===== config.mk =====
export PLATFORM = sky130hd
export DESIGN_NAME = ptlk_rot_cell
export DESIGN_NICKNAME = d
export VERILOG_FILES = /design/src/hdl/ptlk_pkg.sv /design/src/hdl/ptlk_rot_cell.sv
export SDC_FILE = /design/constraint.sdc
export NUM_CORES = 1
export LEC_CHECK = 0
export BUFFER_PORTS_ARGS = -buffer_cell sky130_fd_sc_hd__buf_4
export CAP_MARGIN = 30
export CORE_MARGIN = 10
export CORE_UTILIZATION = 45
export DETAILED_ROUTE_END_ITERATION = 12
export MAX_ROUTING_LAYER = met4
export PLACE_DENSITY_LB_ADDON = 0.3
export SYNTH_ARGS = -nofsm -noshare
export SYNTH_HDL_FRONTEND = slang
export SYNTH_SLANG_ARGS = --single-unit

===== constraint.sdc =====
create_clock -name clk -period 6.1 [get_ports clk]
set_input_delay 1.22 -clock clk [delete_from_list [all_inputs] [get_ports clk]]
set_output_delay 1.22 -clock clk [all_outputs]
set_load 0.02 [all_outputs]

===== src/hdl/ptlk_pkg.sv =====
package ptlk_pkg;

  localparam int CORDIC_STEPS = 30;
  localparam int SQRT_STEPS   = 32;
  localparam int NORM_STEPS   = 6;
  localparam int NORM_TOP     = 41;
  localparam int ROT_W        = 33;
  localparam int VEC_W        = 48;
  localparam int TURN_W       = 32;
  localparam int LINK_W       = 20;
  localparam int ROOT_W       = 64;

  typedef logic signed [ROT_W-1:0] rot_t;
  typedef logic signed [VEC_W-1:0] vec_t;
  typedef logic [TURN_W-1:0]       turn_t;
  typedef logic [VEC_W-1:0]        mag_t;
  typedef logic [ROOT_W-1:0]       root_t;

  localparam rot_t  CORDIC_INV_GAIN = 33'sd652032874;
  localparam turn_t HALF_TURN       = 32'h8000_0000;

  localparam logic [29:0] TURN_ATAN [CORDIC_STEPS] = '{
    30'h20000000, 30'h12E4051D, 30'h09FB385B, 30'h051111D4, 30'h028B0D43,
    30'h0145D7E1, 30'h00A2F61E, 30'h00517C55, 30'h0028BE53, 30'h00145F2E,
    30'h000A2F98, 30'h000517CC, 30'h00028BE6, 30'h000145F3, 30'h0000A2F9,
    30'h0000517C, 30'h000028BE, 30'h0000145F, 30'h00000A2F, 30'h00000517,
    30'h0000028B, 30'h00000145, 30'h000000A2, 30'h00000051, 30'h00000028,
    30'h00000014, 30'h0000000A, 30'h00000005, 30'h00000002, 30'h00000001
  };

endpackage


===== src/hdl/ptlk_rot_cell.sv =====
module ptlk_rot_cell #(
  parameter int STEP = 0
) (
  input  logic          clk,
  input  logic          adv,
  input  ptlk_pkg::rot_t x_in,
  input  ptlk_pkg::rot_t y_in,
  input  ptlk_pkg::rot_t z_in,
  output ptlk_pkg::rot_t x_out,
  output ptlk_pkg::rot_t y_out,
  output ptlk_pkg::rot_t z_out
);
  import ptlk_pkg::*;

  rot_t dx;
  rot_t dy;
  rot_t atan_step;

  assign dx        = y_in >>> STEP;
  assign dy        = x_in >>> STEP;
  assign atan_step = $signed({3'b000, TURN_ATAN[STEP]});

  always_ff @(posedge clk) begin
    if (adv) begin
      if (!z_in[ROT_W-1]) begin
        x_out <= x_in - dx;
        y_out <= y_in + dy;
        z_out <= z_in - atan_step;
      end else begin
        x_out <= x_in + dx;
        y_out <= y_in - dy;
        z_out <= z_in + atan_step;
      end
    end
  end

endmodule


# Word-level counts from Yosys, hierarchy flattened
# Cells that the tools add are included.
# Widths: inputs -> output; s select.
# totals
reg_bits,99
input_bits,101
output_inout_bits,99
wordCells,11
# op_classes
add_sub_neg,5
muxes,3
# op_table
operator,n
$mux 33,3
$sub 33x33->33,2
$add 33x31->33 const B,1
$add 33x33->33,1
$sub 33x31->33 const B,1

# Depth between registers and ports, before layout
# logic_depth
depth_word,2
mapped_depth,12
ltp_nobuf,11

# Least setup slack after synthesis
# Ideal clock, no wire load.
# synth_path
path_type,input to register
start,in x_in[0]
end,reg x_out[26] (data pin)
setup_ps,255
arrival_ps,3219
required_time_ps,5845
path_slack_ps,2626
path_stages,11
n_path_buf,0
path_cell_list,inv_1 -> ha_1 -> fa_1 -> nand2b_1 -> o21bai_1 -> a211oi_2 -> o31ai_2 -> a211oi_1 -> o311ai_2 -> a21oi_1 -> a31o_1
# synth_between
elab_chain_len,2
word_cells_on_any_way,3
cone_classes,add/sub (2); mux (1)
# synth_lines
element,line,text
from (decl),ptlk_rot_cell.sv:6,"input ptlk_pkg::rot_t x_in,"
$sub 33x33->33 / $add 33x33->33 (equally long branches),"ptlk_rot_cell.sv:26, ptlk_rot_cell.sv:30",
$mux 33 *,ptlk_rot_cell.sv:25,if (!z_in[ROT_W-1]) begin
to (signal assigned),ptlk_rot_cell.sv:26,x_out <= x_in - dx;
to (signal assigned),ptlk_rot_cell.sv:30,x_out <= x_in + dx;
to (decl),ptlk_rot_cell.sv:9,"output ptlk_pkg::rot_t x_out,"
# Mark *: on every way between the ends. The rest lies on a longest branch, timed or not.
# A chain may end at the register's enable or synchronous reset.

# Final worst setup path
# layout_path
start,in x_in[0]
end,reg x_out[30] (data pin)
# The elaborated chain is that of the path after synthesis.

==> metrics.cfg <==
[place]
gp_congestion = 1.01
place_hpwl_mm = 22.8
io_buffers = 199

[setup_path]
worst_setup_path_start_kind = primary input
worstSetupEndpointType = register
worstSetupPathType = in -> reg
crit_required_ns = 6.20
cp.arrival_ns = 4.17
cp_slowest_cell = nor3_1
cp_cell_sequence = buf_4 -> ha_1 -> fa_1 -> nor2b_1 -> o211ai_1 -> a31oi_1 -> nor3_1 -> nor3b_1 -> o21ai_0 -> o41ai_2 -> xnor2_1
crit_path_max_incr_delay_ns = 0.56
cp_max_fo = 4

[logic_synthesis]
ys.flop_type = edfxtp_1
async_flop_share_pct = 0
synth-compound-area-share_pct = 24.2
ys_ff_latch = 98
synth_commonest_cells = a21oi_1, inv_1, edfxtp_1, ha_1, o21ai_0
synthAdderAreaFrac_pct = 14.8
synth_top_family_by_area = compound AO/OA/AOI/OAI gates
yosysMostFrequentCell = a21oi_1
syn_area_um2 = 8840
synth_cell_types = 79
syn_nets = 1189
synthSimpleGateAreaFrac_pct = 12.4
synth_xor_area_share_pct = 6.24
yosys-top-cells-area = edfxtp_1, ha_1, a21oi_1
synth_top_area_share_pct = 33.3
synth_area_per_cell_um2 = 8.97
ys_warn_count = 0
ys_seq_area_share_pct = 33.3
synth_area_leader_cell = edfxtp_1
synth_edf_count = 98
muxShareOfSynthArea_pct = 1.49
postSynthCellCount = 986

[routing]
wl_mm = 28.5
antenna_left = 0
wl_per_cell_um = 20.0
dr.pass1.iters = 5
drt_iter0_drc = 857
via_per_inst = 5.73
vias = 8148
drc = 0

[clock_network]
postCtsSetupBuffers = 0
cts.clk_slew.worst_paths_ns = 0.08
htreeDepth = 3
hold_buffers = 0
clockBufferDepth = 2
cts_tree = built
cts_buffers = 9
cts_root_buffer = clkbuf_16
clock-sinks = 98
ctsResizeCount = 0

[layout]
fin_nets = 1355
drive_above_1_share_pct = 21.4
final_core_util_pct = 55.2
final.fill_count = 1806
syn2layout_area_growth_pct = 21.0
antenna_cells = 0

[flow_run]
cap_violations = 0

[power]
p_seq_share_pct = 36.5
ir_drop_v = 0.000134
comb_power_share_pct = 40.1
p_int_mw = 1.54
p_sw_share_pct = 37.5
p_clk_share_pct = 23.4
powerDensity_nw_per_um2 = 230
p_leak_nw = 4.61
switchingPower_mw = 0.924

[hold_path]
holdPathEnd = z_out[9]
hold_depth = 1
hold_path.class = in -> reg
worstHoldStart = z_in[9]

[sta]
clock.fmax_ghz = 0.245
min_period_ns = 4.08
fin_tns_setup_ns = 0
hold_ws_ns = 1.04
setup_violations = 0
slew_headroom_pct = 32.5
fin_crit_sh_pct = 66.9
rsz0062_at_grt = false
slew_violations = 0
final_hold_viol_count = 0
worstMarginPinSlew_ns = 1.01

[grt]
grt_max_degree = 92
grt_first_pass_wirelength_mm = 44.5
antenna_found_initial = 0
grt_pass1_vias = 7852
overflow = 0
grt.total_usage_pct = 21.8

[floorplanning]
die-width_um = 160
core_area_um2 = 19400
ios = 200
die_height_um = 160
rows = 51
die_area_um2 = 25700
initial_core_util_pct = 45.6

[outcome]
status = completed

how the worst max path moves through the flow:
stage | endpoint | cells past startpoint | slack, ns | from
after floorplan | x_out[26] | 11 | 2.63 | x_in[0]
after global placement | x_out[30] | 11 | 1.78 | x_in[0]
after detailed placement | x_out[30] | 11 | 1.74 | x_in[0]
after CTS | x_out[30] | 11 | 2.12 | x_in[0]
after global routing | x_out[30] | 11 | 1.86 | x_in[0]
final | x_out[30] | 11 | 2.02 | x_in[0]
critical path: cells and delay by family:
family | cells | cell delay, ns
compound gates | 4 | 1.10
xor+xnor | 1 | 0.17
buf+inv | 1 | 0.12
fa+ha+maj | 2 | 0.63
simple gates | 3 | 0.92
final cells by class:
class / count / area (µm²) / share of cell area (%)
multi-input combinational: 737 / 5220 / 48.8
sequential: 98 / 2940 / 27.5
timing repair buffer: 201 / 1510 / 14.1
inverter: 105 / 394 / 3.68
tap: 265 / 332 / 3.10
clock buffer: 9 / 225 / 2.11
clock inverter: 7 / 72.6 / 0.678
placed cells by master (no fill, tap or decap), types with 19 or more instances in the layout:
| cell type | instances |
|---|---|
| xnor2_1 | 58 |
| a21oi_1 | 117 |
| ha_1 | 98 |
| nor3_1 | 19 |
| buf_4 | 201 |
| nor2_1 | 73 |
| nand2_1 | 48 |
| inv_1 | 99 |
| o21ai_0 | 74 |
| edfxtp_1 | 98 |
flip-flops by register name (all words and copies together) (netlist names):
signal	cells
y_out	32
x_out	33
z_out	33
power groups by stage:
stage | sequential, mW | combinational (mW) | clock (mW)
final | 0.900 | 0.988 | 0.576
after global routing | 0.909 | 1.07 | 0.611
after CTS | 0.901 | 0.981 | 0.588
after detailed placement | 0.916 | 0.977 | 0
after global placement | 0.913 | 0.977 | 0
after floorplan | 1.03 | 0.486 | 0
per-layer routing:
layer	global-route usage [%]	part of all wire (%)
met5	-	0
met4	5.88	1.7
met1	29.5	46
met3	3.06	7.4
met2	33.6	45
kinds of logic after synthesis:
group,Yosys count
buffers and inverters,151
xor gates and xnor gates,63
adders and majority gates,102
DFF,98
and+or+nand+nor,226
AOI/OAI and AO/OA,333
muxes,13
stage by stage:
| stage | cell area, µm² | setup slack, ns | power, mW | cells |
|---|---|---|---|---|
| 2_1_floorplan | 8840 | 2.63 | 1.52 | 986 |
| 3_5_place_dp | 10400 | 1.74 | 1.89 | 1406 |
| 6_report | 10700 | 2.02 | 2.46 | 1422 |
| 5_1_grt | 10700 | 1.86 | 2.59 | 1422 |
| 4_1_cts | 10700 | 2.12 | 2.47 | 1422 |
| 3_3_place_gp | 10400 | 1.78 | 1.89 | 1406 |
(Power assumes the default switching activity.)
