### src/hdl/ptlk_pkg.sv
package ptlk_pkg;

  localparam int CORDIC_STEPS = 30;
  localparam int SQRT_STEPS   = 32;
  localparam int NORM_STEPS   = 6;
  localparam int NORM_TOP     = 41;
  localparam int ROT_W        = 33;
  localparam int VEC_W        = 48;
  localparam int TURN_W       = 32;
  localparam int LINK_W       = 20;
  localparam int ROOT_W       = 64;

  typedef logic signed [ROT_W-1:0] rot_t;
  typedef logic signed [VEC_W-1:0] vec_t;
  typedef logic [TURN_W-1:0]       turn_t;
  typedef logic [VEC_W-1:0]        mag_t;
  typedef logic [ROOT_W-1:0]       root_t;

  localparam rot_t  CORDIC_INV_GAIN = 33'sd652032874;
  localparam turn_t HALF_TURN       = 32'h8000_0000;

  localparam logic [29:0] TURN_ATAN [CORDIC_STEPS] = '{
    30'h20000000, 30'h12E4051D, 30'h09FB385B, 30'h051111D4, 30'h028B0D43,
    30'h0145D7E1, 30'h00A2F61E, 30'h00517C55, 30'h0028BE53, 30'h00145F2E,
    30'h000A2F98, 30'h000517CC, 30'h00028BE6, 30'h000145F3, 30'h0000A2F9,
    30'h0000517C, 30'h000028BE, 30'h0000145F, 30'h00000A2F, 30'h00000517,
    30'h0000028B, 30'h00000145, 30'h000000A2, 30'h00000051, 30'h00000028,
    30'h00000014, 30'h0000000A, 30'h00000005, 30'h00000002, 30'h00000001
  };

endpackage

### src/hdl/ptlk_vec_cell.sv
module ptlk_vec_cell #(
  parameter int STEP = 0
) (
  input  logic           clk,
  input  logic           adv,
  input  ptlk_pkg::vec_t  x_in,
  input  ptlk_pkg::vec_t  y_in,
  input  ptlk_pkg::turn_t z_in,
  output ptlk_pkg::vec_t  x_out,
  output ptlk_pkg::vec_t  y_out,
  output ptlk_pkg::turn_t z_out
);
  import ptlk_pkg::*;

  vec_t  dx;
  vec_t  dy;
  turn_t atan_step;

  assign dx        = y_in >>> STEP;
  assign dy        = x_in >>> STEP;
  assign atan_step = {2'b00, TURN_ATAN[STEP]};

  always_ff @(posedge clk) begin
    if (adv) begin
      if (!y_in[VEC_W-1]) begin
        x_out <= x_in + dx;
        y_out <= y_in - dy;
        z_out <= z_in + atan_step;
      end else begin
        x_out <= x_in - dx;
        y_out <= y_in + dy;
        z_out <= z_in - atan_step;
      end
    end
  end

endmodule

### config.mk
export PLATFORM = sky130hd
export DESIGN_NAME = ptlk_vec_cell
export DESIGN_NICKNAME = d
export VERILOG_FILES = /design/src/hdl/ptlk_pkg.sv /design/src/hdl/ptlk_vec_cell.sv
export SDC_FILE = /design/constraint.sdc
export NUM_CORES = 1
export LEC_CHECK = 0
export BUFFER_PORTS_ARGS = -buffer_cell sky130_fd_sc_hd__buf_2
export CORE_UTILIZATION = 52
export DETAILED_ROUTE_END_ITERATION = 8
export HOLD_SLACK_MARGIN = 0.05
export PLACE_DENSITY = 0.91
export SLEW_MARGIN = 10
export SYNTH_ARGS = -nofsm -noshare
export SYNTH_HDL_FRONTEND = slang
export SYNTH_SLANG_ARGS = --single-unit
### constraint.sdc
create_clock -name clk -period 3.1 [get_ports clk]
set_input_delay 0.465 -clock clk [delete_from_list [all_inputs] [get_ports clk]]
set_output_delay 0.465 -clock clk [all_outputs]
set_load 0.02 [all_outputs]
# Word-level counts from Yosys, hierarchy flattened
# Index checks and enable logic that the tools add are counted.
# op_classes
addsub	5
multipliers	0
div	0
magnitude_cmp	0
n_eq_ne	0
n_shift	0
muxes	3
bitwise_logic	0
n_reduce_logical	0
# op_table
op	count
two-way mux 48 bit	2
subtractor 48 bit	2
adder 48 bit	1
adder 32 x 30 -> 32 bit (second input constant)	1
two-way mux 32 bit	1
subtractor 32 x 30 -> 32 bit (second input constant)	1
# word_totals
regBits	128
latch_bits	0
ram_bits	0
mem_bits_ro	0
inputBits	130
out_inout_bits	128
elab_cells	11
mem_count	0

# Depth between registers and ports, before layout
# logic_depth
word_depth	2
mapped_depth	14
depth_no_buf	13

# Worst setup path before layout
# OpenSTA, ideal clock, no wires.
# synth_timing
path_kind	input to register
start	in x_in[0]
end	reg x_out[36] (data pin)
setup_time_ns	0.270
t_arrival_ns	2.802
t_required_ns	2.830
setup_slack_ns	0.028
path_stages	12
path_cell_list	ha_1 > fa_1 > nor2b_1 > o21ai_0 > a32oi_1 > a21boi_1 > o41ai_2 > a31o_2 > a21oi_1 > o21ai_0 > o21ai_0 > xor2_1
# synth_via
elab_chain_cells	2
word_cells_on_any_way	3
# synth_rtl
element	line	text
start: declaration	ptlk_vec_cell.sv:6	input ptlk_pkg::vec_t x_in,
adder 48 bit / subtractor 48 bit (equally long branches)	ptlk_vec_cell.sv:26, ptlk_vec_cell.sv:30	
two-way mux 48 bit (*)	ptlk_vec_cell.sv:25	if (!y_in[VEC_W-1]) begin
end signal: assignment	ptlk_vec_cell.sv:26	x_out <= x_in + dx;
end signal: assignment	ptlk_vec_cell.sv:30	x_out <= x_in - dx;
end: declaration	ptlk_vec_cell.sv:9	output ptlk_pkg::vec_t x_out,
# Mark *: on every way between the ends. The rest lies on a longest branch, timed or not.
# A chain may end at the register's enable or synchronous reset.

# Worst setup path after layout
# Same ends and word-level chain as after synthesis.

==> metrics.csv <==
stage,metric,value,unit
logic_synthesis,synth_seq_cells,127,
clock_network,cts.clk_slew.worst_paths,70,ps
logic_synthesis,ys.flop_type,edfxtp_1,
hold_path,hold_depth,1,
clock_network,h-tree-depth,4,
layout,fin_nets,2313,
detailed_routing,routedWlPerCell,19.6,um
critical_path,critPathArrivalTime,3310,ps
die,die_area,24700,um^2
power,p_comb_share,42.4,%
grt,gr-total-overflow,0,
sta,relSlewSlack,58.1,%
sta,final_hold_viol_count,0,
power,powerDensity,447,nW/um^2
logic_synthesis,yosysSeqAreaShare,30.4,%
power,clock_power_share,28.0,%
detailed_routing,drtPass1Iterations,7,
place,routabilityCongestion,1.03,
clock_network,cts_tree,yes,
power,peakVddDrop,398,uV
hold_path,hold_path.class,primary input to flop,
clock_network,postCtsHoldBufs,0,
grt,grt_max_degree,99,
detailed_routing,via_per_inst,5.94,
clock_network,numCtsBuffers,17,
logic_synthesis,synth_fp_nets,1750,
detailed_routing,drc,0,
critical_path,cp_max_fo,5,
sta,max_freq,318,MHz
critical_path,crit_type,primary input to flop,
outcome,status,"finished, violations left",
die,io_pins,258,
hold_path,min_to,z_out[2],
layout,syn2layout_area_growth,40.1,%
sta,finalCritPeriodShare,101,%
sta,tightest_slew,624,ps
die,die_h,157,um
sta,setup_tns,-60.6,ps
outcome,violations,negative setup slack,
logic_synthesis,syn-instance-count,1462,
critical_path,crit_path_end_kind,flop,
clock_network,clockRootBuffer,clkbuf_16,
run,cap_violations,0,
clock_network,clockBufferDepth,2,
die,std_cell_rows,56,
critical_path,crit_path_start_kind,primary input,
power,pwr-share-seq,29.6,%
power,p_int,0.00490,W
logic_synthesis,synth_edf_count,127,
sta,final.min_clock_period,3140,ps
detailed_routing,final_antenna_net_count,0,
hold_path,hp-start,z_in[2],
logic_synthesis,async_reset_ff_share,0,%
grt,grtUsageTotal,36.7,%
place,detailed_place_hpwl,36.3,mm
die,fp.coreArea,23500,um^2
grt,antenna_found_initial,1,
logic_synthesis,synth.cell_area,12500,um^2
clock_network,cts_sinks,127,
logic_synthesis,ys_warn_count,0,
die,start_util,53.2,%
logic_synthesis,synth_cell_types,69,
power,p_sw_share,37.5,%
place,place_ws,-621,ps
grt,grt_pass1_vias,13300,
sta,finalMaxSlewViolations,0,
logic_synthesis,avgSynthCellArea,8.57,um^2
sta,setup_violations,4,
detailed_routing,routed_wl,46.2,mm
power,power_switching,0.00294,W
detailed_routing,drtIter0Drc,1363,
grt,grt_pass1_wl,70.1,mm
critical_path,crit_required,3270,ps
sta,finalWorstSetupSlack,-40.8,ps
power,cellLeakagePower,8.26,nW
layout,drive_above_1_share,35.1,%
detailed_routing,vias,14000,
place,io_buffers,257,
die,fp.dieW,157,um
## routing by layer
layer / part of all wire [%] / global-route usage (%)
met1: 39 / 46.8
met2: 47 / 60.0
met3: 9.1 / 6.47
met4: 4.9 / 17.9
met5: 0 / 0
## metrics by stage
step	hold WS [ps]	utilization, %	area, um^2	instances	total power, W
final	201	74.6	17600	2358	0.00784
after CTS	201	73.4	17300	2354	0.00769
after detailed placement	643	70.5	16600	2321	0.00550
after global routing	200	74.5	17600	2357	0.00814
after global placement	641	70.5	16600	2321	0.00543
after floorplan	564	-	12500	1462	0.00407
## critical path, cell delays in order
cell and delay, ps:
buf_2 120, ha_1 230, fa_1 420, nor2b_1 180, o21ai_0 230, a32oi_1 190
a21boi_2 280, o41ai_4 130, a31o_2 320, a21oi_4 240, o21ai_0 170, o21ai_0 250
xor2_1 90
## what timing repair did
item	in CTS	in global routing
cloned	0	0
endpoints found under the setup margin	13	44
setup buffers	1	3
pin swaps	9	19
resized for setup	15	55
## Yosys cell counts, types with 4 or more instances
cell type / number / area share [%]
nand2_1: 70 / 2.1
a21o_1: 26 / 1.6
a21oi_1: 187 / 7.5
inv_1: 137 / 4.1
inv_2: 7 / 0.21
xnor2_1: 83 / 5.8
a221oi_1: 7 / 0.49
edfxtp_1: 127 / 30
nor3_1: 33 / 1.3
o211a_1: 4 / 0.32
a211o_1: 4 / 0.28
nand4_1: 23 / 1.1
o211ai_1: 7 / 0.42
o21ai_0: 100 / 4.0
o21ai_1: 7 / 0.28
and2_1: 4 / 0.20
nor4_1: 15 / 0.75
nor2_1: 104 / 3.1
mux2i_1: 28 / 2.2
nand3_1: 30 / 1.2
o31ai_1: 23 / 1.4
xor2_1: 12 / 0.84
or4_1: 4 / 0.24
a211oi_1: 14 / 0.84
nand2b_1: 9 / 0.45
a21boi_0: 6 / 0.36
or3_1: 8 / 0.40
clkbuf_1: 37 / 1.1
o21bai_1: 33 / 2.0
and3_1: 6 / 0.30
or2_2: 5 / 0.25
ha_1: 154 / 15
clkinv_1: 7 / 0.21
o31a_1: 13 / 0.91
o21a_1: 25 / 1.5
o221ai_1: 4 / 0.28
nor2b_1: 17 / 0.85
fa_1: 4 / 0.64
buf_2: 14 / 0.56
buf_1: 11 / 0.33
a31oi_1: 9 / 0.45
## area by class of cell
class                   count  area [um^2]
well taps                 319          399
fillers                  1679         5990
diodes                      1         2.50
clock inverters            15          183
inverters                 152          573
flip-flops and latches    127         3810
clock buffers              17          425
repair buffers            609         3980
multi-input cells        1118         8170
## power groups by stage
stage | clock network (W) | logic (W) | registers, W
finish | 0.00219 | 0.00333 | 0.00232
global route | 0.00225 | 0.00354 | 0.00234
CTS | 0.00218 | 0.00319 | 0.00232
detailed placement | 0 | 0.00314 | 0.00236
global placement | 0 | 0.00308 | 0.00235
floorplan | 0 | 0.00139 | 0.00268
## cell usage in the layout (no fill, tap or decap), types with 9 or more instances in the layout
master	synthesis	final
o21a_1	25	24
a211oi_1	14	13
nor4_1	15	14
o21ai_1	7	10
o21bai_1	33	33
nand4_1	23	23
ha_1	154	144
edfxtp_1	127	127
nor2b_1	17	16
o31ai_1	23	16
buf_4	2	346
nor2_1	104	103
inv_2	7	9
a21o_1	26	26
clkbuf_16	0	17
inv_1	137	135
a21oi_1	187	177
o31a_1	13	13
nand3_1	30	30
clkinv_1	7	9
o21ai_0	100	94
nor3_1	33	32
xnor2_1	83	83
xor2_1	12	12
nand2_1	70	69
buf_2	14	256
mux2i_1	28	28
## logic make-up (layout without fill, tap and decap cells)
kind of cell               count (synthesis)  count (layout)  synth area share (%)
other                                      0               1                     0
adders and majority gates                158             158                  16.0
buffers and inverters                    217             793                  6.78
xor gates and xnor gates                  95              95                  6.64
DFF                                      127             127                  30.4
and+or+nand+nor                          334             334                  12.7
AOI/OAI and AO/OA                        503             503                  25.2
muxes                                     28              28                  2.24
## sequential cells by signal (all words and copies together), names as in the netlist
name	flops
y_out	47
z_out	32
x_out	48
## worst max-delay path by stage
stage	startpoint	end	slack [ps]	cells after the start
after floorplan	x_in[0]	x_out[36]	30	12
after global placement	x_in[14]	y_out[45]	-570	16
after detailed placement	x_in[0]	x_out[36]	-620	13
after CTS	x_in[3]	x_out[34]	3	15
after global routing	x_in[0]	y_out[46]	-170	15
final	x_in[0]	x_out[36]	-40	13
No activity file was read; power rests on OpenSTA's default activity.
