**config.mk**
```make
export PLATFORM = sky130hd
export DESIGN_NAME = ptlk_sqrt_cell
export DESIGN_NICKNAME = d
export VERILOG_FILES = /design/src/hdl/ptlk_pkg.sv /design/src/hdl/ptlk_sqrt_cell.sv
export SDC_FILE = /design/constraint.sdc
export NUM_CORES = 1
export LEC_CHECK = 0
export BUFFER_PORTS_ARGS = -buffer_cell sky130_fd_sc_hd__buf_2
export CAP_MARGIN = 20
export CELL_PAD_IN_SITES_DETAIL_PLACEMENT = 1
export CELL_PAD_IN_SITES_GLOBAL_PLACEMENT = 1
export CORE_MARGIN = 2
export CORE_UTILIZATION = 40
export DETAILED_ROUTE_END_ITERATION = 16
export HOLD_SLACK_MARGIN = 0.03
export PLACE_DENSITY = 0.8
export SYNTH_ARGS = -nofsm -noshare
export SYNTH_HDL_FRONTEND = slang
export SYNTH_SLANG_ARGS = --single-unit
export TNS_END_PERCENT = 5
```
**constraint.sdc**
```tcl
create_clock -name clk -period 3.92 [get_ports clk]
set_clock_uncertainty 0.15 [all_clocks]
set_input_delay 0.196 -clock clk [delete_from_list [all_inputs] [get_ports clk]]
set_output_delay 0.196 -clock clk [all_outputs]
set_load 0.05 [all_outputs]
```
**src/hdl/ptlk_pkg.sv**
```systemverilog
package ptlk_pkg;

  localparam int CORDIC_STEPS = 30;
  localparam int SQRT_STEPS   = 32;
  localparam int NORM_STEPS   = 6;
  localparam int NORM_TOP     = 41;
  localparam int ROT_W        = 33;
  localparam int VEC_W        = 48;
  localparam int TURN_W       = 32;
  localparam int LINK_W       = 20;
  localparam int ROOT_W       = 64;

  typedef logic signed [ROT_W-1:0] rot_t;
  typedef logic signed [VEC_W-1:0] vec_t;
  typedef logic [TURN_W-1:0]       turn_t;
  typedef logic [VEC_W-1:0]        mag_t;
  typedef logic [ROOT_W-1:0]       root_t;

  localparam rot_t  CORDIC_INV_GAIN = 33'sd652032874;
  localparam turn_t HALF_TURN       = 32'h8000_0000;

  localparam logic [29:0] TURN_ATAN [CORDIC_STEPS] = '{
    30'h20000000, 30'h12E4051D, 30'h09FB385B, 30'h051111D4, 30'h028B0D43,
    30'h0145D7E1, 30'h00A2F61E, 30'h00517C55, 30'h0028BE53, 30'h00145F2E,
    30'h000A2F98, 30'h000517CC, 30'h00028BE6, 30'h000145F3, 30'h0000A2F9,
    30'h0000517C, 30'h000028BE, 30'h0000145F, 30'h00000A2F, 30'h00000517,
    30'h0000028B, 30'h00000145, 30'h000000A2, 30'h00000051, 30'h00000028,
    30'h00000014, 30'h0000000A, 30'h00000005, 30'h00000002, 30'h00000001
  };

endpackage

```
**src/hdl/ptlk_sqrt_cell.sv**
```systemverilog
module ptlk_sqrt_cell #(
  parameter int STEP = 0
) (
  input  logic           clk,
  input  logic           adv,
  input  ptlk_pkg::root_t v_in,
  input  ptlk_pkg::root_t r_in,
  output ptlk_pkg::root_t v_out,
  output ptlk_pkg::root_t r_out
);
  import ptlk_pkg::*;

  localparam root_t BIT = root_t'(1) << (62 - 2 * STEP);

  root_t trial;

  assign trial = r_in + BIT;

  always_ff @(posedge clk) begin
    if (adv) begin
      if (v_in >= trial) begin
        v_out <= v_in - trial;
        r_out <= (r_in >> 1) + BIT;
      end else begin
        v_out <= v_in;
        r_out <= r_in >> 1;
      end
    end
  end

endmodule

```
* Yosys cells after proc, flatten, opt, wreduce, memory -nomap -nowiden
Cells that the tools add are included.
Storage, ports and cells: register bits 128
Operators by class: add/sub/neg operators 3, magnitude comparators 1, muxes and demuxes 2
Operators by type and width (number):
- adder 63 x 63 -> 64 bit, second input constant | 1
- adder 64 x 63 -> 64 bit, second input constant | 1
- greater-or-equal comparator 64 bit | 1
- two-way mux 64 bit | 1
- subtractor 64 bit | 1
- two-way mux 63 bit | 1

* Longest topological paths before layout
depth after elaboration 3, mapped depth 14, gate-level depth less buffers 13

* Worst setup path after synthesis
Ideal clock, no wire load.
kind input -> register, start point input port r_in[16], end point register v_out[60], data pin, setup time 0.257 ns, data arrival time 2.798 ns, required time 3.513 ns, slack 0.714 ns, cell stages on the path 12, buffers on the path 0, cell sequence inv_1 ha_1 and2_1 nand3_1 or3_1 a41o_1 nor3_2 o21ai_1 o41ai_4 or4b_1 a21oi_1 nor3_1
On the way: word-level cells in the longest chain between the ends 3
RTL lines:
- start, declared | line ptlk_sqrt_cell.sv:7 | input ptlk_pkg::root_t r_in,
- adder 64 x 63 -> 64 bit * | line ptlk_sqrt_cell.sv:17 | assign trial = r_in + BIT;
- subtractor 64 bit or greater-or-equal comparator 64 bit (tied branches) | line ptlk_sqrt_cell.sv:22, ptlk_sqrt_cell.sv:21
- two-way mux 64 bit * | line ptlk_sqrt_cell.sv:21 | if (v_in >= trial) begin
- end signal, assigned | line ptlk_sqrt_cell.sv:22 | v_out <= v_in - trial;
- end signal, assigned | line ptlk_sqrt_cell.sv:25 | v_out <= v_in;
- end, declared | line ptlk_sqrt_cell.sv:8 | output ptlk_pkg::root_t v_out,
Every way passes the cells marked *; elsewhere a longest branch is shown, timed or not. A chain may end at the register's enable or synchronous reset.

* Worst setup path in the final report
start point input port r_in[15], end point register v_out[54], data pin
Same word-level chain as after synthesis.

==> results.sh <==
export IMPL_status="completed"
export IMPL_area_growth_pct=40.6
export IMPL_start_kind="primary input"
export IMPL_finalSetupViolations=0
export IMPL_clock_root_buffer="clkbuf_16"
export IMPL_hold_violations=0
export IMPL_numCtsBuffers=17
export IMPL_overflow=0
export IMPL_ys_types=58
export IMPL_placed_area_mm2=0.0103
export IMPL_die_w_um=151
export IMPL_dp_hpwl_um=20500
export IMPL_min_path_type="in2reg"
export IMPL_routed_wirelength_um=30800
export IMPL_ir_worst_vdd_mv=0.299
export IMPL_fin_util=0.574
export IMPL_wl_per_cell_um=19.8
export IMPL_grt_max_degree=94
export IMPL_period_needed_ns=3.75
export IMPL_ant_nets=0
export IMPL_portBuffers=257
export IMPL_synth_xor_area_share=0.0570
export IMPL_yosys_warnings=0
export IMPL_cpMostUsedCell="o21bai_1"
export IMPL_holdPathStages=3
export IMPL_rows=53
export IMPL_slew_viol_final=0
export IMPL_tightest_slew_ns=0.911
export IMPL_critPathCaptureType="register"
export IMPL_async_reset_ff_frac=0
export IMPL_hold_end="v_out[60]"
export IMPL_drive_gt1_frac=0.258
export IMPL_setup_tns_ns=0
export IMPL_wl_met1_um=12900
export IMPL_fp_coreArea_mm2=0.0211
export IMPL_syn_num_nets=1080
export IMPL_layout_nets=1461
export IMPL_synth_cells=885
export IMPL_synthMuxAreaShare=0.0195
export IMPL_p_per_area_mw_per_mm2=443
export IMPL_synth_area_mm2=0.00861
export IMPL_synth_adder_area_share=0.0953
export IMPL_top_layer_used="met4"
export IMPL_slowest_delay_ns=0.54
export IMPL_leakage_nw=5.54
export IMPL_rsz0062_at_grt="false"
export IMPL_min_delay_start="v_in[60]"
export IMPL_synth_top_family_by_area="compound AO/OA/AOI/OAI gates"
export IMPL_max_freq_mhz=267
export IMPL_gp_congestion=0.827
export IMPL_design_area_mm2=0.0121
export IMPL_clk_path_buf_depth=2
export IMPL_grt_pass1_wl_um=47600
export IMPL_avgSynthCellArea_um2=9.73
export IMPL_critPathRequiredTime_ns=3.95
export IMPL_viasPerCell=5.42
export IMPL_cap_violations=0
export IMPL_ioPinCount=258
export IMPL_seq_area_mm2=0.00384
export IMPL_antenna_found_initial=1
export IMPL_criticalPathCategory="in2reg"
export IMPL_wl_met3_um=1180
export IMPL_grt_pass1_vias=9091
export IMPL_min_period_over_period=0.956
export IMPL_initial_core_util=0.408
export IMPL_clk_pin_slew_ns=0.07
export IMPL_via_count=8428
export IMPL_wl_met2_um=15800
export IMPL_fillerInstances=2428
export IMPL_synth_seq_cells=128
export IMPL_cp_arrival_ns=3.78
export IMPL_synth_main_ff_cell="edfxtp_1"
export IMPL_synth_edf_count=128
export IMPL_dieArea_mm2=0.0227
export IMPL_synth_compound_area_frac=0.198
export IMPL_grt_total_usage=0.270
export IMPL_cp_max_fo=5
export IMPL_seq_area_frac_synth=0.446
export IMPL_cp_cell_sequence="dlygate4sd3_1, buf_2, inv_1, ha_1, and2_1, nand3_1, or3_1, a41oi_1, and4_1, o21bai_1, o21bai_1, buf_4, a21boi_0, xnor2_1, mux2_2"
export IMPL_htree_levels=4
export IMPL_clock_sinks=128
export IMPL_drc=0
export IMPL_yosys_area_share_simple=0.132
export IMPL_crit_path_top_delay_cell="dlygate4sd3_1"
export IMPL_drt_iter0_markers=361
export IMPL_dr_pass1_iters=4
export IMPL_slew_headroom=0.393
export IMPL_die_y_um=151
export IMPL_cts_tree="yes"
export IMPL_multi_input_area_mm2=0.00435
-- sequential cells by signal, indices dropped and copies added, names as in the netlist --
| name | flops |
|---|---|
| v_out | 64 |
| r_out | 64 |
-- worst max-delay path by stage --
| stage | endpoint | from | cells past startpoint |
|---|---|---|---|
| floorplan | v_out[60] | r_in[16] | 12 |
| finish | v_out[54] | r_in[15] | 15 |
| detailed placement | v_out[61] | v_in[0] | 15 |
| CTS | v_out[61] | v_in[0] | 16 |
| global placement | v_out[61] | v_in[0] | 15 |
| global route | v_out[61] | r_in[15] | 16 |
-- report_power, final --
| group | internal (W) | total (W) | switching (W) |
|---|---|---|---|
| logic | 0.000625 | 0.00192 | 0.00129 |
| registers | 0.00171 | 0.00176 | 0.0000526 |
| clock network | 0.00100 | 0.00168 | 0.000681 |
-- through the flow --
stage / worst slack [ns] / instances / power [W] / hold WS (ns)
global route: 0.0172 / 1555 / 0.00557 / 0.0624
detailed placement: 0.127 / 1400 / 0.00355 / 0.239
floorplan: 0.714 / 885 / 0.00305 / 0.145
finish: 0.172 / 1555 / 0.00536 / 0.0429
global placement: 0.218 / 1400 / 0.00350 / 0.238
CTS: 0.0333 / 1552 / 0.00530 / 0.0344
-- kinds of logic after synthesis --
group           after synthesis
flops                       128
simple gates                234
compound gates              272
fa+ha+maj                    65
buf+inv                     115
mux                          15
xor+xnor                     56
-- cell usage after synthesis (5+ instances only) --
cell / count / area, um2
o31a_1: 5 / 43.8
o211ai_1: 7 / 52.6
o21bai_1: 11 / 82.6
xor2_1: 20 / 175
o21ai_0: 40 / 200
inv_1: 78 / 293
mux2_2: 10 / 113
nand3_1: 14 / 70.1
nor2_1: 82 / 308
xnor2_1: 36 / 315
a21oi_1: 111 / 556
nand4_1: 18 / 113
clkbuf_1: 25 / 93.8
and3_1: 13 / 81.3
o21a_1: 7 / 52.6
nor2b_1: 10 / 62.6
a41oi_1: 5 / 43.8
ha_1: 64 / 801
nand2_1: 52 / 195
nor3_1: 11 / 55.1
edfxtp_1: 128 / 3840
buf_2: 11 / 55.1
a31oi_1: 7 / 43.8
a21o_1: 49 / 368
a21boi_0: 5 / 37.5
and2_1: 10 / 62.6
-- per-layer routing --
metal / vias to the layer above / track usage
li1: 3990 / -
met1: 4129 / 0.323
met2: 245 / 0.486
met3: 64 / 0.0427
met4: 0 / 0.104
met5: - / 0
-- cells in the final DEF, fill, tap and decap left out, drive strengths merged, types with 3 or more instances in the layout --
cell / count
xnor2: 36
clkinv: 6
a211oi: 4
o21a: 7
o41ai: 3
o21ai: 43
nand3: 14
nand4: 18
or2: 4
o21bai: 11
o31a: 5
or3: 4
inv: 80
clkbuf: 18
o211ai: 7
xor2: 20
and2: 10
nand2b: 3
nand2: 52
ha: 64
nor3: 12
nor2: 82
and3: 13
edfxtp: 128
a21boi: 5
dlygate4sd3: 121
a31oi: 7
a21oi: 111
nor2b: 10
clkinvlp: 3
mux2: 14
and4: 3
bufinv: 3
a41oi: 5
a21o: 49
buf: 278
-- cell type report --
type	instances	share of cell area
multi-input combinational	642	0.360
sequential	128	0.317
timing repair buffer	399	0.221
clock buffer	18	0.0354
tap	275	0.0284
inverter	78	0.0242
clock inverter	14	0.0136
antenna	1	0.000207
-- critical path, delay by kind of cell --
| family | cells | cell delay (ns) |
|---|---|---|
| mux | 1 | 0.28 |
| simple gates | 4 | 1.07 |
| fa+ha+maj | 1 | 0.37 |
| compound gates | 4 | 0.79 |
| xor+xnor | 1 | 0.16 |
| buf+inv | 4 | 0.92 |
-- what timing repair did --
action / CTS / global route
hold buffers: 120 / 1
endpoints found under the hold margin: 121 / 1
setup endpoints to repair: 0 / 66
resized for setup: 0 / 8
buffers inserted: 0 / 1
Power figures use the tool's default switching activity.
