===== config.mk =====
export PLATFORM = sky130hd
export DESIGN_NAME = ptlk_norm_cell
export DESIGN_NICKNAME = d
export VERILOG_FILES = /design/src/hdl/ptlk_pkg.sv /design/src/hdl/ptlk_norm_cell.sv
export SDC_FILE = /design/constraint.sdc
export NUM_CORES = 1
export LEC_CHECK = 0
export BUFFER_PORTS_ARGS = -buffer_cell sky130_fd_sc_hd__buf_2
export CAP_MARGIN = 5
export CORE_UTILIZATION = 25
export CTS_CLUSTER_DIAMETER = 120
export DETAILED_ROUTE_END_ITERATION = 12
export HOLD_SLACK_MARGIN = 0.1
export PLACE_DENSITY_LB_ADDON = 0.25
export SYNTH_ARGS = -nofsm -noshare
export SYNTH_HDL_FRONTEND = slang
export SYNTH_SLANG_ARGS = --single-unit
export TNS_END_PERCENT = 5

===== constraint.sdc =====
create_clock -name clk -period 1.3 [get_ports clk]
set_input_delay 0.065 -clock clk [delete_from_list [all_inputs] [get_ports clk]]
set_output_delay 0.065 -clock clk [all_outputs]
set_load 0.01 [all_outputs]

===== src/hdl/ptlk_pkg.sv =====
package ptlk_pkg;

  localparam int CORDIC_STEPS = 30;
  localparam int SQRT_STEPS   = 32;
  localparam int NORM_STEPS   = 6;
  localparam int NORM_TOP     = 41;
  localparam int ROT_W        = 33;
  localparam int VEC_W        = 48;
  localparam int TURN_W       = 32;
  localparam int LINK_W       = 20;
  localparam int ROOT_W       = 64;

  typedef logic signed [ROT_W-1:0] rot_t;
  typedef logic signed [VEC_W-1:0] vec_t;
  typedef logic [TURN_W-1:0]       turn_t;
  typedef logic [VEC_W-1:0]        mag_t;
  typedef logic [ROOT_W-1:0]       root_t;

  localparam rot_t  CORDIC_INV_GAIN = 33'sd652032874;
  localparam turn_t HALF_TURN       = 32'h8000_0000;

  localparam logic [29:0] TURN_ATAN [CORDIC_STEPS] = '{
    30'h20000000, 30'h12E4051D, 30'h09FB385B, 30'h051111D4, 30'h028B0D43,
    30'h0145D7E1, 30'h00A2F61E, 30'h00517C55, 30'h0028BE53, 30'h00145F2E,
    30'h000A2F98, 30'h000517CC, 30'h00028BE6, 30'h000145F3, 30'h0000A2F9,
    30'h0000517C, 30'h000028BE, 30'h0000145F, 30'h00000A2F, 30'h00000517,
    30'h0000028B, 30'h00000145, 30'h000000A2, 30'h00000051, 30'h00000028,
    30'h00000014, 30'h0000000A, 30'h00000005, 30'h00000002, 30'h00000001
  };

endpackage


===== src/hdl/ptlk_norm_cell.sv =====
module ptlk_norm_cell #(
  parameter int SHIFT = 1
) (
  input  logic           clk,
  input  logic           adv,
  input  ptlk_pkg::vec_t  x_in,
  input  ptlk_pkg::vec_t  y_in,
  input  ptlk_pkg::turn_t z_in,
  input  ptlk_pkg::mag_t  m_in,
  output ptlk_pkg::vec_t  x_out,
  output ptlk_pkg::vec_t  y_out,
  output ptlk_pkg::turn_t z_out,
  output ptlk_pkg::mag_t  m_out
);
  import ptlk_pkg::*;

  localparam mag_t LIMIT = mag_t'(1) << (NORM_TOP - SHIFT);

  always_ff @(posedge clk) begin
    if (adv) begin
      z_out <= z_in;
      if (m_in < LIMIT) begin
        x_out <= x_in <<< SHIFT;
        y_out <= y_in <<< SHIFT;
        m_out <= m_in << SHIFT;
      end else begin
        x_out <= x_in;
        y_out <= y_in;
        m_out <= m_in;
      end
    end
  end

endmodule


=== Word level (Yosys, flattened, before mapping) ===
Cells that the tools add are included.

* Order comparisons: 1
* Multiplexer cells: 3

{| class="wikitable"
|+ Operators by type and width
! kind !! number
|-
| $mux 48 || 3
|-
| $lt 48x41->1 const B || 1
|}

* Register bits after elaboration: 176
* Bits of input ports: 178
* Output and inout port bits: 176
* Logic and storage cells: 11

=== Logic depth before layout (Yosys ltp) ===
Gate-level depths: netlist (run 1).

* Depth in word-level cells: 2
* Mapped depth: 5
* Depth with buffers taken out: 3

=== Worst setup path before layout (run 1) ===
OpenSTA, ideal clock, no wires.

* Path type: input-to-reg
* From: in m_in[45]
* To: reg x_out[10] (data pin)
* Setup time: 0.262 ns
* Arrival time: 1.155 ns
* Required time: 1.038 ns
* Slack: -0.117 ns
* Cell stages on the path: 5
* Buffers on the path: 2
* Cells stage by stage: nor4_2 -> nand2_1 -> buf_6 -> buf_6 -> mux2_1

* Cells in the longest elaborated chain, start to end: 2

{| class="wikitable"
|+ Ends and longest elaborated chain
! what !! RTL line !! source
|-
| start, declared || ptlk_norm_cell.sv:9 || <nowiki>input ptlk_pkg::mag_t m_in,</nowiki>
|-
| $lt 48x41->1 || ptlk_norm_cell.sv:22 || <nowiki>if (m_in < LIMIT) begin</nowiki>
|-
| $mux 48 || ptlk_norm_cell.sv:22 ||
|-
| end signal, assigned || ptlk_norm_cell.sv:23 || <nowiki>x_out <= x_in <<< SHIFT;</nowiki>
|-
| end signal, assigned || ptlk_norm_cell.sv:27 || <nowiki>x_out <= x_in;</nowiki>
|-
| end, declared || ptlk_norm_cell.sv:10 || <nowiki>output ptlk_pkg::vec_t x_out,</nowiki>
|}

No other way between the ends.
A chain may end at the register's enable or synchronous reset.

=== Worst setup path after layout (run 1) ===
* From: in m_in[39]
* To: reg m_out[40] (data pin)

* Cells in the longest elaborated chain, start to end: 2

{| class="wikitable"
|+ Ends and longest elaborated chain
! what !! RTL line !! source
|-
| $lt 48x41->1 || ptlk_norm_cell.sv:22 ||
|-
| $mux 48 * || ptlk_norm_cell.sv:22 ||
|-
| end signal, assigned || ptlk_norm_cell.sv:25 || <nowiki>m_out <= m_in << SHIFT;</nowiki>
|-
| end signal, assigned || ptlk_norm_cell.sv:29 || <nowiki>m_out <= m_in;</nowiki>
|-
| end, declared || ptlk_norm_cell.sv:13 || <nowiki>output ptlk_pkg::mag_t m_out</nowiki>
|}

Every way passes the cells marked *; elsewhere a longest branch is shown, timed or not.

==> metrics.md, run 1 <==
| Metric | Value |
|---|---|
| Top-area cell type share of the netlist area | `75.9%` |
| CP required | `1.48 ns` |
| Crit start category | `primary input` |
| Crit share post-route | `97.9%` |
| Antenna violations before repair | `0` |
| Area contributors post-synth | `edfxtp_1 (76%), mux2_2 (16%), mux2_1 (6.0%)` |
| Worst Tran Pin Value | `0.307 ns` |
| Yosys warns | `0` |
| Setup TNS Final | `0 ns` |
| CTS max path bufs | `2` |
| H-tree depth | `4` |
| CP Max Fanout | `2` |
| Post-synthesis cell area | `6960 µm²` |
| Top post-synthesis cells by count | `edfxtp_1 (176), mux2_2 (96), mux2_1 (37), clkbuf_1 (8)` |
| Setup bufs post-CTS | `0` |
| Wirelength per Cell | `15.1 µm` |
| Die area | `28500 µm²` |
| Routed WL | `19200 µm` |
| GP Congestion | `0.705` |
| Final Util | `43.2%` |
| Number of global-route vias before repair | `5387` |
| HPWL Detailed | `13300 µm` |
| Die Y | `169 µm` |
| Area leader, netlist | `edfxtp_1` |
| Run status | `finished, final reports clean` |
| Worst hold path class | `primary input to flop` |
| CTS Sinks | `176` |
| Max-slew headroom | `79.5%` |
| Slew Limit Fails | `0` |
| First-pass GRT wire length | `28900 µm` |
| GRT Util Overall | `13.2%` |
| Pleak | `4.85 nW` |
| CTS tree | `yes` |
| Most common cell in the synthesized netlist | `edfxtp_1` |
| Post-DP Area | `9300 µm²` |
| Initial core utilization | `25.7%` |
| Cell row count | `60` |
| Yosys reg bits | `176` |
| Placed Instances | `1060` |
| FFs w/ async S/R, synth | `0%` |
| Buffers on Ports | `353` |
| Ports | `354` |
| Power Density | `1200 nW/µm²` |
| Grt total ovfl | `0` |
| Library cells used by synthesis | `11` |
| EDFF count, synth | `176` |
| CORE AREA | `27100 µm²` |
| Die Span X | `169 µm` |
| Post-Synthesis Cells | `337` |
| Unrepaired setup endpoints after global routing | `no` |
| Initial DRC count | `228` |
| Max Cap Viol | `0` |
| Routed Antenna Nets | `0` |
| Area Growth Syn to Fin | `68.0%` |
| Share of layout cells above drive strength 1 | `56.2%` |
| Hold Fails Final Rpt | `0` |
| Critical path class | `primary input to flop` |
| Final cell count without fillers | `1269` |
| Final Instance Area | `11700 µm²` |
| # setup viols final | `0` |
| Clock transition at path regs | `0.08 ns` |
| Post-layout min period | `1.27 ns` |
| Worst Path Arrival | `1.45 ns` |
| CP endpoint kind | `flop` |
| Routed vias | `5011` |
| Clock root cell | `clkbuf_16` |
| Number of detailed-routing iterations run before antenna repair | `4` |
| Maximum clock frequency | `786 MHz` |
| CTS Buf Count | `17` |
| Resized Gates After CTS | `0` |
| Total nets after synthesis | `515` |
| Sequential area share after synthesis | `75.9%` |
| Average vias per placed instance | `3.95` |
| Ys flop type | `edfxtp_1` |
| DRC viols | `0` |
| Peak supply drop | `0.783 mV` |
| Largest net degree at the start of global routing | `54` |
| Avg Inst Size Synth | `20.7 µm²` |
| Fin nets | `1062` |
| Ant. Diodes | `0` |
-- worst max-delay path: stages --
cell and delay [ns]:
dlygate4sd3_1 0.53, buf_2 0.12, a31o_2 0.19, dlygate4sd3_1 0.55
-- cells in the final DEF (no fill, tap or decap), drive strengths merged, types with 2 or more instances in the layout --
master       instances
buf                372
dlygate4sd3        177
edfxtp             176
mux2               133
clkbuf              17
inv                  7
clkinv               5
and2                 3
nor4                 2
bufinv               2
-- kinds of logic (layout without fill, tap and decap cells) --
| family | Yosys count | in the layout | synth area share, % |
|---|---|---|---|
| simple gates | 6 | 6 | 0.683 |
| mux | 133 | 133 | 21.5 |
| buf+inv | 21 | 581 | 1.76 |
| flops | 176 | 176 | 75.9 |
| compound gates | 1 | 1 | 0.126 |
-- metal layers --
metal | share of wire, % | vias up | track usage, %
met1 | 40 | 2358 | 15.1
met3 | 7.0 | 11 | 4.23
li1 | - | 2437 | -
met2 | 52 | 205 | 23.5
met4 | 1.1 | 0 | 3.72
met5 | 0 | - | 0
-- through the flow --
stage | hold WS [ns] | power [mW] | setup slack (ns)
final | 0.348 | 14.1 | 0.0279
after global routing | 0.334 | 14.6 | 0.0173
after CTS | 0.325 | 14.3 | 0.0484
after detailed placement | 0.243 | 8.39 | -0.217
after global placement | 0.242 | 8.38 | -0.197
after floorplan | 0.164 | 7.44 | -0.0410
-- repair_timing --
item,CTS,global route
hold buffers,177,0
endpoints found under the hold margin,188,0
endpoints found under the setup margin,0,0
-- layout make-up --
| cell class | count | area [µm²] |
|---|---|---|
| clock buffers | 17 | 425 |
| clock inverters | 15 | 196 |
| fillers | 2534 | 15400 |
| multi-input cells | 140 | 1590 |
| flip-flops and latches | 176 | 5290 |
| well taps | 372 | 465 |
| repair buffers | 549 | 3740 |
-- registers in the layout, summed over array words and instances, names as in the netlist --
| signal | count |
|---|---|
| z_out | 32 |
| x_out | 48 |
| y_out | 48 |
| m_out | 48 |
-- report_power, final --
group,switching (mW),leakage (nW),total [mW],internal [mW]
combinational,0.820,2.82,1.82,0.998
sequential,0.108,1.72,6.85,6.74
clock,2.47,0.301,5.41,2.94
-- path summary, 6_finish.rpt --
check                    start         to  slack (ns)  cells after the start
worst min-delay path  z_in[28]  z_out[28]        0.35                      2
worst max-delay path  m_in[39]  m_out[40]        0.03                      4
Note: power is estimated with default switching activity, not from simulation.
==> run 2: changes to the inputs <==
Settings changed: CORE_UTILIZATION 25 to 30.
==> metrics.md, run 2 (same netlist as run 1, synthesis figures left out) <==
| Metric | Value |
|---|---|
| Antenna violations before repair | `0 (unchanged)` |
| CP required | `1.47 ns (about the same)` |
| CTS tree | `yes` |
| Hold Fails Final Rpt | `0 (unchanged)` |
| Worst hold path class | `primary input to flop` |
| CP Max Fanout | `41 (+39)` |
| Switching Fraction | `24.3% (+0.19 points)` |
| Average vias per placed instance | `4.33 (+9.8%)` |
| Critical path class | `primary input to flop` |
| Worst Tran Pin Value | `0.279 ns (-0.0278 ns)` |
| Commonest non-fill, non-tap cell in the layout | `buf_2` |
| Initial core utilization | `30.7% (+5.0 points)` |
| Peak supply drop | `0.683 mV (-13%)` |
| Unrepaired setup endpoints after global routing | `no` |
| Ant. Diodes | `0 (unchanged)` |
| Power Density | `1200 nW/µm² (-0.30%)` |
| Tot Pwr | `13.9 mW (-1.5%)` |
| CP endpoint kind | `flop` |
| HPWL Detailed | `12800 µm (-3.8%)` |
| CTS Buf Count | `17 (unchanged)` |
| Cell row count | `55 (-8.3%)` |
| Maximum clock frequency | `900 MHz (+15%)` |
| H-tree depth | `4 (unchanged)` |
| Number of global-route vias before repair | `5552 (+3.1%)` |
| Pleak | `4.83 nW (-0.27%)` |
| Comb power frac | `13.2% (+0.3 points)` |
| Crit share post-route | `85.4% (-12 points)` |
| Final Util | `50.9% (+7.7 points)` |
| Routed Antenna Nets | `0 (unchanged)` |
| CTS Sinks | `176 (unchanged)` |
| Clock root cell | `clkbuf_16` |
| P_sw | `3.37 mW (-0.76%)` |
| Clock transition at path regs | `0.07 ns (about the same)` |
| Post-DP Area | `9190 µm² (-1.3%)` |
| Register area | `5290 µm² (unchanged)` |
| Final Instance Area | `11600 µm² (-1.2%)` |
| CTS max path bufs | `2 (unchanged)` |
| Crit start category | `primary input` |
| Setup bufs post-CTS | `0 (unchanged)` |
| Wirelength per Cell | `15.9 µm (+5.5%)` |
| Max-slew headroom | `81.4% (+1.9 points)` |
| Final cell count without fillers | `1179 (-7.1%)` |
| Placed Instances | `970 (-8.5%)` |
| Initial DRC count | `221 (-3.1%)` |
| Grt total ovfl | `0 (unchanged)` |
| Die Span X | `154 µm (-8.6%)` |
| Max Cap Viol | `0 (unchanged)` |
| Flop pwr share | `49.5% (+0.9 points)` |
| GRT Util Overall | `15.7% (+2.4 points)` |
| Ports | `354 (unchanged)` |
| Routed vias | `5110 (+2.0%)` |
| Largest net degree at the start of global routing | `47 (-13%)` |
| Largest registers | `m_out (48), x_out (48), y_out (48)` |
| Slew Limit Fails | `0 (unchanged)` |
| Run status | `finished, final reports clean` |
| Number of detailed-routing iterations run before antenna repair | `4 (unchanged)` |
| Die Y | `154 µm (-8.6%)` |
| Area Growth Syn to Fin | `65.9%` |
| Die area | `23800 µm² (-16%)` |
| Number of fill cells | `1944 (-23%)` |
| # setup viols final | `0 (unchanged)` |
| First-pass GRT wire length | `28600 µm (-1.0%)` |
| GP Congestion | `0.761 (+7.9%)` |
| Post-layout min period | `1.11 ns (-0.161 ns)` |
| DRC viols | `0 (unchanged)` |
| Most frequent cells in the layout | `buf_2 (352), dlygate4sd3_1 (177), edfxtp_1 (176)` |
| Internal power | `10.5 mW (-1.8%)` |
| CORE AREA | `22700 µm² (-16%)` |
| Worst Path Arrival | `1.28 ns (-0.17 ns)` |
| Routed WL | `18800 µm (-2.0%)` |
| Buffers on Ports | `353 (unchanged)` |
| Resized Gates After CTS | `0 (unchanged)` |
| Multi-input logic area | `1590 µm² (unchanged)` |
| Clock power share | `37.3% (-1.1 points)` |
| Share of layout cells above drive strength 1 | `56.0% (-0.15 points)` |
| Fin nets | `1059 (-0.28%)` |
## run 2: layout make-up
class	count	area share [%]
clock buffers	17	3.68
clock inverters	15	1.47
multi-input cells	140	13.7
flip-flops and latches	176	45.7
well taps	285	3.09
repair buffers	546	32.3
## run 2: power groups by stage
stage	Sequential (mW)	Combinational, mW	Clock, mW
2_1_floorplan	7.24	0.200	0
6_report	6.86	1.83	5.18
3_5_place_dp	6.98	1.41	0
5_1_grt	6.90	1.96	5.52
4_1_cts	6.86	1.83	5.33
3_3_place_gp	6.97	1.39	0
## run 2: routing by layer
metal  GRT usage [%]  wire [µm]  vias up
met2            27.7       9450      230
met3            4.26       1280       30
met4            6.84        461        0
met5               0          0        -
li1                -          -     2422
met1            17.7       7590     2428
## run 2: critical path, cell delays in order
cell,delay (ns)
buf_2,0.12
nor4_4,0.27
buf_4,0.18
nand2_8,0.08
buf_12,0.18
mux2_1,0.35
## run 2: per-stage QoR
step                      hold WS [ns]  setup TNS, ns  setup slack, ns
after global placement           0.243         -21.51           -0.198
after detailed placement         0.243         -26.78           -0.249
after CTS                        0.256              0            0.213
after global routing             0.277              0            0.155
final                            0.273              0            0.189
after floorplan                  0.164          -1.48          -0.0410
## run 2: final timing paths
| kind | startpoint | end | slack [ns] | cells after the start |
|---|---|---|---|---|
| worst max-delay path | m_in[47] | x_out[27] | 0.19 | 6 |
| worst min-delay path | m_in[42] | m_out[39] | 0.27 | 5 |
## run 2: what timing repair did
item / 4_1_cts / 5_1_grt
hold buffers: 177 / 0
endpoints found under the setup margin: 0 / 0
hold endpoints to repair: 189 / 0
